$ cat config.mk
export PLATFORM = sky130hd
export DESIGN_NAME = hamming_15_11_stream_decoder_core
export DESIGN_NICKNAME = d
export VERILOG_FILES = /design/src/sv/h1511_pkg.sv /design/src/sv/h1511_step.sv /design/src/sv/hamming_15_11_stream_decoder_core.sv
export SDC_FILE = /design/constraint.sdc
export NUM_CORES = 1
export LEC_CHECK = 0
export BUFFER_PORTS_ARGS = -buffer_cell sky130_fd_sc_hd__buf_2
export CAP_MARGIN = 30
export CORE_ASPECT_RATIO = 0.6
export CORE_MARGIN = 2
export CORE_UTILIZATION = 66
export CTS_CLUSTER_DIAMETER = 40
export DETAILED_ROUTE_END_ITERATION = 16
export MAX_ROUTING_LAYER = met4
export PLACE_DENSITY = 0.85
export RECOVER_POWER = 100
export SYNTH_ARGS = -nofsm -noshare
export SYNTH_HDL_FRONTEND = slang
export SYNTH_SLANG_ARGS = --single-unit
$ cat constraint.sdc
create_clock -name clk_i -period 9 [get_ports clk_i]
set_input_delay 1.8 -clock clk_i [delete_from_list [all_inputs] [get_ports clk_i]]
set_output_delay 1.8 -clock clk_i [all_outputs]
set_load 0.05 [all_outputs]
$ cat src/sv/h1511_pkg.sv
// package for the hamming(15,11) stream decoder
// holds state and result structs shared by the step logic and the top level
// no dependencies
package h1511_pkg;

  localparam int unsigned CodeLen = 15;
  localparam int unsigned DataLen = 11;

  typedef struct packed {
    logic [13:0] code_bits;
    logic [3:0]  code_cnt;
    logic [6:0]  data_bits;
    logic [2:0]  data_cnt;
    logic [31:0] corr_cnt;
  } h1511_state_t;

  typedef struct packed {
    logic [7:0]  byte0;
    logic [7:0]  byte1;
    logic [1:0]  nres;
    logic [31:0] total;
  } h1511_res_t;

endpackage

$ cat src/sv/h1511_step.sv
// one-byte step of the hamming(15,11) stream decoder: append coded bits,
// decode and correct a full codeword, repack data bits into bytes
// depends on h1511_pkg
module h1511_step (
  input  h1511_pkg::h1511_state_t state_i,
  input  logic [7:0]              byte_i,
  output h1511_pkg::h1511_state_t state_o,
  output h1511_pkg::h1511_res_t   res_o
);
  import h1511_pkg::*;

  logic [21:0] code_cat;
  logic [4:0]  code_cnt8;
  logic [14:0] word;
  logic [3:0]  syn;
  logic [15:0] pos;
  logic [10:0] dword;
  logic        data_fix;
  logic [17:0] data_cat;
  logic [4:0]  data_cnt;
  logic [31:0] corr_next;

  always_comb begin
    code_cat  = {8'b0, state_i.code_bits} | ({14'b0, byte_i} << state_i.code_cnt);
    code_cnt8 = {1'b0, state_i.code_cnt} + 5'd8;
    word      = code_cat[14:0];
    syn       = 4'd0;
    for (int k = 0; k < CodeLen; k++) begin
      if (word[k]) begin
        syn = syn ^ 4'(k + 1);
      end
    end
    pos = {word, 1'b0};
    if (syn != 4'd0) begin
      pos[syn] = ~pos[syn];
    end
    dword    = {pos[15:9], pos[7:5], pos[3]};
    data_fix = (syn != 4'd0) && ((syn & (syn - 4'd1)) != 4'd0);

    state_o   = state_i;
    corr_next = state_i.corr_cnt;
    if (code_cnt8 >= 5'(CodeLen)) begin
      state_o.code_bits = {7'b0, code_cat[21:15]};
      state_o.code_cnt  = 4'(code_cnt8 - 5'(CodeLen));
      data_cat = {11'b0, state_i.data_bits} | ({7'b0, dword} << state_i.data_cnt);
      data_cnt = {2'b0, state_i.data_cnt} + 5'(DataLen);
      if (data_fix && (state_i.corr_cnt != 32'hFFFF_FFFF)) begin
        corr_next = state_i.corr_cnt + 32'd1;
      end
    end else begin
      state_o.code_bits = code_cat[13:0];
      state_o.code_cnt  = code_cnt8[3:0];
      data_cat = {11'b0, state_i.data_bits};
      data_cnt = {2'b0, state_i.data_cnt};
    end
    state_o.corr_cnt = corr_next;

    res_o.byte0 = data_cat[7:0];
    res_o.byte1 = data_cat[15:8];
    res_o.total = corr_next;
    if (data_cnt >= 5'd16) begin
      res_o.nres        = 2'd2;
      state_o.data_bits = {5'b0, data_cat[17:16]};
      state_o.data_cnt  = 3'(data_cnt - 5'd16);
    end else if (data_cnt >= 5'd8) begin
      res_o.nres        = 2'd1;
      state_o.data_bits = data_cat[14:8];
      state_o.data_cnt  = 3'(data_cnt - 5'd8);
    end else begin
      res_o.nres        = 2'd0;
      state_o.data_bits = data_cat[6:0];
      state_o.data_cnt  = data_cnt[2:0];
    end
  end

endmodule

$ cat src/sv/hamming_15_11_stream_decoder_core.sv
// hamming(15,11) stream decoder top level: input register, step logic,
// two-entry result queue and output beat sequencing
// depends on h1511_pkg and h1511_step
// path: an accepted byte is held in the input register, its results in the queue
// flow: a new input beat is taken only while queue and input register together
// hold at most one entry; a two-byte result leaves as two beats, one byte each
// reset: asynchronous active low, clears decoder state, counter and queue
module hamming_15_11_stream_decoder_core (
  input  logic        clk_i,
  input  logic        rst_ni,
  input  logic        s_axis_tvalid,
  output logic        s_axis_tready,
  input  logic [7:0]  s_axis_tdata,   // in_byte[7:0]
  output logic        m_axis_tvalid,
  input  logic        m_axis_tready,
  output logic [39:0] m_axis_tdata,   // out_byte[7:0], error_total[39:8]
  output logic        m_axis_tlast
);
  import h1511_pkg::*;

  logic         in_valid_q;
  logic [7:0]   in_byte_q;
  h1511_state_t state_q, state_d;
  h1511_res_t   res;
  h1511_res_t   fifo_q [2];
  logic         wr_ptr_q, rd_ptr_q;
  logic [1:0]   count_q;
  logic         sel_q;
  logic         push, pop, beat_out;
  h1511_res_t   head;

  h1511_step u_step (
    .state_i (state_q),
    .byte_i  (in_byte_q),
    .state_o (state_d),
    .res_o   (res)
  );

  assign s_axis_tready = (2'(count_q + {1'b0, in_valid_q}) <= 2'd1);
  assign head          = fifo_q[rd_ptr_q];
  assign m_axis_tvalid = (count_q != 2'd0);
  assign m_axis_tdata  = {head.total, (sel_q ? head.byte1 : head.byte0)};
  assign m_axis_tlast  = (head.nres == 2'd1) || sel_q;
  assign beat_out      = m_axis_tvalid && m_axis_tready;
  assign pop           = beat_out && m_axis_tlast;
  assign push          = in_valid_q && (res.nres != 2'd0);

  always_ff @(posedge clk_i or negedge rst_ni) begin
    if (!rst_ni) begin
      in_valid_q <= 1'b0;
      state_q    <= '0;
      wr_ptr_q   <= 1'b0;
      rd_ptr_q   <= 1'b0;
      count_q    <= 2'd0;
      sel_q      <= 1'b0;
    end else begin
      in_valid_q <= s_axis_tvalid && s_axis_tready;
      if (in_valid_q) begin
        state_q <= state_d;
      end
      if (push) begin
        wr_ptr_q <= ~wr_ptr_q;
      end
      if (pop) begin
        rd_ptr_q <= ~rd_ptr_q;
        sel_q    <= 1'b0;
      end else if (beat_out) begin
        sel_q <= 1'b1;
      end
      count_q <= 2'(count_q + {1'b0, push} - {1'b0, pop});
    end
  end

  always_ff @(posedge clk_i) begin
    if (s_axis_tvalid && s_axis_tready) begin
      in_byte_q <= s_axis_tdata;
    end
    if (push) begin
      fifo_q[wr_ptr_q] <= res;
    end
  end

endmodule
==> Word level (Yosys, flattened, before mapping) <==
Memories as Yosys holds them, arrays and structs flattened.
Cells that the tools add are included.
Widths: inputs -> output; s select.
{ "word_totals": {"elab_cells": 100, "in_bits": 12, "ff_bits": 74, "ram_bits": 100, "output_inout_bits": 43, "mem_count": 1} }
{ "classes": {"n_mux": 35, "reduce_logical": 13, "add_sub_neg": 10, "n_eq_ne": 2, "bitwise_logic": 20, "n_lt_le_gt_ge": 6, "shift": 2} }
{ "memory_table": {"columns": ["memory", "words", "word_bits", "rd", "rd_ports_with_merged_regs", "write_ports", "line_no", "rtl"], "rows": [
  ["fifo_q", 2, 50, 1, 0, 1, "hamming_15_11_stream_decoder_core.sv:25", "h1511_res_t fifo_q [2];"]
]} }
{ "op_table": {"columns": ["op", "n"], "rows": [
  ["$mux 32", 2],
  ["$mux 18", 2],
  ["$add 32x1->32 const B", 1],
  ["$mux 4", 8],
  ["$ne 32x32->1 const B", 1],
  ["$or 14x22->22", 1],
  ["$shl 8x4->22", 1],
  ["$mux 10", 2],
  ["$or 7x18->18", 1],
  ["$shl 11x3->18", 1],
  ["$bwmux 16", 1],
  ["$mux 16", 1],
  ["$mux 3", 4],
  ["$not 2->2", 6],
  ["$not 3->3", 4],
  ["$ge 5x4->1 const B", 2],
  ["$mux 1", 8],
  ["$mux 8", 1],
  ["$reduce_bool 4->1", 2],
  ["$logic_and 1x1->1", 7],
  ["$mux 2", 3],
  ["$reduce_bool 2->1", 3],
  ["$sub 3x1->3 const B", 2],
  ["$add 3x4->5 const B", 1],
  ["other kinds (18)", 23]
]} }

==> Depth between registers and ports, before layout <==
Gate-level depths: netlist of the first run.
{ "logic_depth": {"depth_word": 39, "mapped_depth": 17, "mapped_depth_nobuf": 13} }

==> Cells and area by module <==
From an unflattened synthesis of the first run, not the netlist that was laid out.
{ "hier_totals": {"cells_unflattened": 748, "hier_area_um2": 9502.9} }
{ "modules_own_cells": {"columns": ["mod", "cells_each", "area_per_inst_um2", "seq_area_each_um2", "instances"], "rows": [
  ["hamming_15_11_stream_decoder_core", 310, 6392.4, 4894.7, 1],
  ["h1511_step", 438, 3110.5, 0.0, 1]
]} }

==> Worst setup path after synthesis of the first run <==
OpenSTA, ideal clock, no wires.
{ "synth_timing": {"kind": "register to register", "start": "register state_q[32] (netlist bit)", "end": "memory fifo_q[0][0] (netlist bit) (enable)", "n_path_buf": 3, "period_less_slack_ps": 4758, "path_slack_ps": 4242, "required_ps": 8542, "setup_ps": 458, "stages_incl_launch_ff": 12, "arrival_time_ps": 4300, "path_cell_list": "dfrtp_1 clkbuf_1 inv_1 buf_1 ha_1 inv_1 ha_1 or3_1 and3_1 clkbuf_1 clkinv_1 nor2_1"} }
{ "synth_via": {"elab_chain_len": 9, "word_cells_on_any_way": 10, "cone_classes": "add/sub (1); order compare (2); mux (5); reduce/logical (2)"} }
{ "synth_lines": {"columns": ["element", "line_no", "rtl"], "rows": [
  ["from (decl)", "hamming_15_11_stream_decoder_core.sv:23", "h1511_state_t state_q, state_d;"],
  ["from (signal assigned)", "hamming_15_11_stream_decoder_core.sv:59", "state_q <= state_d;"],
  ["$add 3x4->5", "h1511_step.sv:46", "data_cnt = {2'b0, state_i.data_cnt} + 5'(DataLen);"],
  ["$mux 5 (*)", "h1511_step.sv:42", "if (code_cnt8 >= 5'(CodeLen)) begin"],
  ["$ge 5x4->1", "h1511_step.sv:65", "end else if (data_cnt >= 5'd8) begin"],
  ["$mux 1", "h1511_step.sv:65", null],
  ["$mux 2 (*)", "h1511_step.sv:61", "if (data_cnt >= 5'd16) begin"],
  ["$reduce_bool 2->1 (*)", "hamming_15_11_stream_decoder_core.sv:46", "assign push = in_valid_q && (res.nres != 2'd0);"],
  ["$logic_and 1x1->1 (*)", "hamming_15_11_stream_decoder_core.sv:46", null],
  ["$mux 1 (*)", "hamming_15_11_stream_decoder_core.sv:78", "if (push) begin"],
  ["$mux 1 (not written as such) (*)", "hamming_15_11_stream_decoder_core.sv:79", "fifo_q[wr_ptr_q] <= res;"],
  ["to (decl)", "hamming_15_11_stream_decoder_core.sv:25", null]
]} }
Mark *: on every way between the ends. The rest lies on a longest branch, timed or not.

==> Worst setup path after layout of the first run <==
{ "layout_timing": {"start": "register state_q[42] (netlist bit)", "end": "register state_q[30] (netlist bit)"} }
{ "layout_via": {"elab_chain_len": 31, "word_cells_on_any_way": 38, "cone_classes": "add/sub (2); order compare (1); shift (1); mux (17); bitwise (13); reduce/logical (4)"} }
{ "layout_lines": {"columns": ["element", "line_no", "rtl"], "rows": [
  ["$shl 8x4->22", "h1511_step.sv:24", "code_cat = {8'b0, state_i.code_bits} | ({14'b0, byte_i} << state_i.code_cnt);"],
  ["$or 14x22->22", "h1511_step.sv:24", null],
  ["$mux 1", "h1511_step.sv:29", "if (word[k]) begin"],
  ["$mux 2", "h1511_step.sv:29", null],
  ["$not 2->2 (no line)", null, null],
  ["$mux 2", "h1511_step.sv:29", null],
  ["$mux 3", "h1511_step.sv:29", null],
  ["$not 2->2 (no line)", null, null],
  ["(+15 left out)", null, null],
  ["$mux 4", "h1511_step.sv:29", null],
  ["$sub 4x1->4", "h1511_step.sv:38", "data_fix = (syn != 4'd0) && ((syn & (syn - 4'd1)) != 4'd0);"],
  ["$and 4x4->4", "h1511_step.sv:38", null],
  ["$reduce_bool 4->1", "h1511_step.sv:38", null],
  ["$logic_and 1x1->1", "h1511_step.sv:38", null],
  ["$logic_and 1x1->1", "h1511_step.sv:47", "if (data_fix && (state_i.corr_cnt != 32'hFFFF_FFFF)) begin"],
  ["$mux 32", "h1511_step.sv:47", null],
  ["$mux 32 (*)", "h1511_step.sv:42", null]
]} }
Marked as above.
A chain may end at the register's enable or synchronous reset.

==> flow_metrics.tcl, run 1 <==
set metrics [dict create \
    outcome "finished, violations left" \
    violations "capacitance limit, slew limit" \
    synth_fp_nets 800 \
    drive_above_1_share 0.133 \
    fmax_ghz 0.138 \
    ys_warn_count 0 \
    cts_root_buf "clkbuf_16" \
    synthFlopType "edfxtp_1" \
    setup_viol 0 \
    rsz0062_at_grt "false" \
    ys_seq_area_frac 0.531 \
    ctsHoldBuffers 0 \
    core_area_sq_um 13600 \
    grt.total_usage 0.306 \
    startpoint_type "register" \
    postSynthCellCount 782 \
    synth-async-reset-ratio 0.379 \
    die_y_um 95.5 \
    grt_antenna_before_repair 0 \
    crit_fanout 19 \
    final_antenna_net_count 0 \
    worstMarginPinSlew_ns 3.65 \
    dp_hpwl_um 14500 \
    worst_clock_skew_ns 0.00901 \
    dr.pass1.iters 5 \
    ioPinCount 55 \
    grt_pass1_wl_um 33200 \
    grt_pass1_vias 6174 \
    slew_headroom -1.44 \
    area_growth_pct 9.80 \
    dp_worst_setup_slack_ns 3.23 \
    drt-vias-per-instance 6.39 \
    portBuffers 54 \
    gp_congestion 0.991 \
    hold_viol_final 0 \
    fp.dieArea_sq_um 15000 \
    tritoncts "done" \
    clockBufferDepth 2 \
    cts_setup_buffers 0 \
    netlist_area_sq_um 9220 \
    overflow 0 \
    die_w_um 157 \
    fin_setup_tns_ns 0 \
    clk_latency_ns 0.43 \
    vias 6444 \
    drtIter0Drc 696 \
    ys_types 67 \
    grt_max_degree 67 \
    worst_ep_arrival_time_ns 7.57 \
    htree_levels 4 \
    diodes 0 \
    nets 839 \
    period_needed_ns 7.22 \
    finalCritPeriodShare 0.802 \
    wirelength_um 21300 \
    synth_seq_cells 174 \
    cts_buffers 17 \
    drc 0 \
    avgSynthCellArea_sq_um 11.8 \
    rows 33 \
    synth_edf_count 108 \
    hold_path.class "register to register" \
    final.fill_count 886 \
    clock-sinks 174 \
    criticalPathCategory "register to register" \
    start_util 0.676 \
    clkTransAtPathRegs_ns 0.07 \
    crit_required_ns 9.35 \
    maxSlewViolCount 255 \
    cts_resized 0 \
    wire_per_inst_um 21.1 \
    drv_cap 6 \
    setup.worst_path.end_class "register" \
    timing.final.ws_setup_ns 1.78 \
]
layer usage:
layer	part of all wire	global-route usage
met1	0.46	0.449
met2	0.43	0.429
met3	0.090	0.0668
met4	0.017	0.0933
met5	0	-
worst max-delay path: stages (launching register included):
cell and delay (ns):
dfrtp_1 0.85, mux2i_1 0.65, o22ai_1 0.18, a2111oi_0 1.60
xnor3_1 0.70, xnor3_1 0.45, maj3_1 0.38, a211o_1 0.34
a21oi_1 0.64, nor3b_2 0.58, nand3_1 0.27, nor2_1 0.32
xor2_1 0.18
logic make-up after synthesis:
group	count (synthesis)	synth area share
AOI/OAI and AO/OA	105	0.0808
xor gates and xnor gates	105	0.109
adders and majority gates	7	0.00937
buffers and inverters	59	0.0270
DFF	174	0.531
muxes	85	0.112
and+or+nand+nor	247	0.131
cells in the final DEF, fill, tap and decap left out, types with 6 or more instances in the layout:
master and instances:
mux2_2 41, nor2_1 59, xnor2_1 64, buf_2 14
nand2_1 70, nand3_1 35, a21o_1 7, mux2i_1 27
xor2_1 35, inv_1 15, and3_1 15, ha_1 6
mux4_2 9, clkbuf_16 17, a21oi_1 28, o21ai_0 15
nand2b_1 11, o22ai_1 9, mux2_1 7, clkbuf_1 46
edfxtp_1 108, nor2b_1 10, nand4_1 11, dfrtp_1 66
flip-flops by register name, indices dropped and copies added (netlist names):
signal      count
in_byte_q       8
wr_ptr_q        1
sel_q           1
in_valid_q      1
count_q         2
fifo_q        100
state_q        60
rd_ptr_q        1
Yosys cell counts (3+ instances only):
cell      instances  share of area
nand2_1          70          0.029
or2_2             3         0.0020
a22oi_1           4         0.0033
nor4_1            3         0.0020
edfxtp_1        108           0.35
o221ai_1          5         0.0048
mux2_2           47          0.057
nor2b_1          10         0.0068
a21o_1            7         0.0057
buf_4             3         0.0024
nand2b_1         11         0.0075
ha_1              6         0.0081
nor3_1            5         0.0027
mux2i_1          27          0.029
xnor3_1           5          0.012
buf_1             6         0.0024
nand3b_1          3         0.0024
o22ai_1           9         0.0061
or3_1             3         0.0020
a21oi_1          28          0.015
and2_1            8         0.0054
and3_1           15          0.010
xnor2_1          64          0.061
mux4_2            9          0.022
nor2_1           61          0.025
a221o_1           3         0.0033
o21ai_0          15         0.0081
o211ai_1          4         0.0033
a31oi_1           5         0.0034
inv_1            15         0.0061
a22o_1            4         0.0038
clkbuf_1         25          0.010
xor2_1           35          0.033
nand4_1          11         0.0075
dfrtp_1          66           0.18
buf_2             7         0.0038
nand3_1          35          0.019
path summary, 6_finish.rpt:
check	startpoint	end	slack, ns	depth (start not counted)
setup / recovery	state_q[42]	state_q[30]	1.78	12
hold / removal	state_q[22]	state_q[22]	0.51	1
setup reg to reg	state_q[42]	state_q[30]	1.78	12
hold reg to reg	state_q[22]	state_q[22]	0.51	1
max in group asynchronous	rst_ni	state_q[41]	4.21	2
min in group asynchronous	rst_ni	state_q[50]	2.71	2
metrics by stage:
stage	util	instances	instance area, sq um	hold slack, ns
after floorplan	-	782	9220	0.452
after global placement	0.703	975	9580	0.471
after detailed placement	0.705	976	9600	0.485
after CTS	0.750	1008	10200	0.505
after global routing	0.743	1009	10100	0.534
final	0.743	1009	10100	0.511
area by class of cell:
| cell class | instances | area [sq um] | area share |
|---|---|---|---|
| Clock buffer | 17 | 425 | 0.0420 |
| Clock inverter | 15 | 191 | 0.0189 |
| Inverter | 17 | 63.8 | 0.00631 |
| Multi-Input combinational cell | 549 | 4070 | 0.402 |
| Sequential cell | 174 | 4890 | 0.484 |
| Tap cell | 175 | 219 | 0.0216 |
| Timing Repair Buffer | 62 | 258 | 0.0255 |
Power of run 1 is not shown: default switching activity piles up to over one toggle a cycle in this logic, so the estimate is an artifact.
==> inputs of run 2 (changes only) <==
ABC_AREA = 1   (was not set)
CORE_UTILIZATION = 56   (was 66)
PLACE_DENSITY = 0.77   (was 0.85)
clock period = 6.6 ns   (was 9 ns; I/O delays follow)
==> flow_metrics.tcl, run 2 <==
set metrics [dict create \
    outcome "finished, violations left" \
    violations "capacitance limit, slew limit" \
    crit_fanout 13 \
    yosys.area.top_type "edfxtp_1" \
    drc 0 \
    maxSlewViolCount 151 \
    period_needed_ns 5.17 \
    netlist_area_sq_um 9860 \
    synthFlopType "edfxtp_1" \
    cts_setup_buffers 0 \
    diodes 0 \
    tritoncts "done" \
    synth.area.top_cells "edfxtp_1, dfrtp_1, nand2_1" \
    worst_ep_arrival_time_ns 5.54 \
    drive_above_1_share 0.0801 \
    largest_register_ffs 100 \
    synth.most_common_cell "nand2_1" \
    gp_congestion 0.975 \
    fp.dieArea_sq_um 18700 \
    wirelength_um 25300 \
    start_util 0.574 \
    synth_edf_count 108 \
    final_antenna_net_count 0 \
    slew_headroom -1.61 \
    htree_levels 4 \
    grt_pass1_wl_um 40600 \
    clk_latency_ns 0.43 \
    hold_viol_final 0 \
    largest_registers "fifo_q (100), state_q (60), in_byte_q (8)" \
    timing.final.ws_setup_ns 1.43 \
    final_area_sq_um 10800 \
    startpoint_type "register" \
    area_growth_pct 9.47 \
    critPathSlowestCell "dfrtp_1" \
    finalCritPeriodShare 0.783 \
    ctsHoldBuffers 0 \
    clockBufferDepth 2 \
    nets 1253 \
    dr.pass1.iters 5 \
    setup_viol 0 \
    fmax_ghz 0.193 \
    cts_resized 0 \
    rsz0062_at_grt "false" \
    final_common_cell "nand2_1" \
    dp_hpwl_um 18200 \
    avgSynthCellArea_sq_um 8.26 \
    cpPeakStageDelay_ns 0.60 \
    worstMarginPinSlew_ns 3.91 \
    final.fill_count 1533 \
    postSynthCellCount 1194 \
    fin_setup_tns_ns 0 \
    vias 8208 \
    drv_cap 3 \
    yosysTopAreaCellShare 0.329 \
    die_y_um 107 \
    grt_max_degree 67 \
    place_area_sq_um 10400 \
    setup.worst_path.end_class "register" \
    path_common_cell "nand2_1" \
    critical_path.top_delay_family "simple AND/OR/NAND/NOR gates" \
    crit_required_ns 6.97 \
    dp.cells 1450 \
    drt-vias-per-instance 5.54 \
    cts_root_buf "clkbuf_16" \
    ioPinCount 55 \
    worst_clock_skew_ns 0.00949 \
    top_register "fifo_q" \
    grt_pass1_vias 7439 \
    rows 37 \
    drtIter0Drc 919 \
    cp_num_buf_inv 4 \
    portBuffers 54 \
    grt_antenna_before_repair 0 \
    ys_seq_area_frac 0.497 \
    wire_per_inst_um 17.1 \
    final_cell_mix "nand2_1, edfxtp_1, nand3_1" \
    synth-async-reset-ratio 0.379 \
    cts_buffers 17 \
    dp_worst_setup_slack_ns 2.52 \
    die_w_um 175 \
    yosys-top-cells-count "nand2_1, edfxtp_1, nand3_1" \
    criticalPathCategory "register to register" \
    core_area_sq_um 17200 \
    clock-sinks 174 \
    ys_warn_count 0 \
    hold_path.class "register to register" \
    fin_cells 1482 \
    grt.total_usage 0.292 \
    synth_fp_nets 1212 \
    ys_types 50 \
    overflow 0 \
    clkTransAtPathRegs_ns 0.07 \
    synth_seq_cells 174 \
]
run 2: changes by cell type in the layout (fill, tap and decap cells not counted), moves of 15 or more:
cell     delta
inv_1      +77
o21ai_0    +83
mux2_2     -41
nand2_1   +334
xnor2_1    -58
and3_1     -15
nor2_1     +15
nand3_1    +71
a21oi_1    -19
inv_2      +15
mux2i_1    -26
run 2: cell type report:
| type | count | area (sq um) | share of cell area |
|---|---|---|---|
| Clock buffer | 18 | 439 | 0.0407 |
| Clock inverter | 14 | 170 | 0.0158 |
| Inverter | 109 | 409 | 0.0379 |
| Multi-Input combinational cell | 867 | 4290 | 0.397 |
| Sequential cell | 174 | 4890 | 0.454 |
| Tap cell | 234 | 293 | 0.0271 |
| Timing Repair Buffer | 66 | 297 | 0.0275 |
run 2: cells by family after synthesis:
family,synth area share
fa+ha+maj,0.00761
simple gates,0.297
buf+inv,0.0610
flops,0.497
compound gates,0.0784
mux,0.00102
xor+xnor,0.0585
run 2: path summary, 6_finish.rpt:
| kind | start | endpoint | slack, ns | cells past startpoint |
|---|---|---|---|---|
| min in group asynchronous | rst_ni | state_q[56] | 2.34 | 2 |
| max in group asynchronous | rst_ni | state_q[18] | 2.06 | 2 |
| worst max-delay path | state_q[42] | state_q[10] | 1.43 | 25 |
| worst min register to register | state_q[41] | state_q[41] | 0.49 | 2 |
| worst max register to register | state_q[42] | state_q[10] | 1.43 | 25 |
| worst min-delay path | state_q[41] | state_q[41] | 0.49 | 2 |
run 2: worst reg2reg max path: stages (launching register included):
cell,delay [ns]
dfrtp_1,0.60
inv_1,0.23
nand2_1,0.15
nand3_1,0.15
nand3_1,0.11
o21ai_0,0.18
a21oi_1,0.50
nand2_1,0.10
nand2_1,0.11
inv_1,0.06
nand3_2,0.09
nand3_4,0.12
nand2_1,0.33
inv_2,0.07
nor2_1,0.24
inv_1,0.14
nand2_2,0.13
nand3_1,0.34
nor2_1,0.51
nand2_4,0.12
nor2_4,0.12
nand3_1,0.16
nor2_4,0.14
xor2_2,0.22
nand2_1,0.08
nand2_1,0.09
run 2: routing by layer:
layer  track usage  up-vias  part of all wire
met5             -        -                 0
met4        0.0518        0            0.0073
met3        0.0716       22              0.10
met2         0.368      393              0.38
met1         0.471     3789              0.51
li1              -     4004                 -
run 2: per-stage QoR:
step / util / hold WS [ns]
detailed placement: 0.603 / 0.465
global route: 0.628 / 0.527
floorplan: - / 0.449
global placement: 0.601 / 0.465
finish: 0.628 / 0.487
CTS: 0.638 / 0.484
Power of run 2 is left out for the same reason.
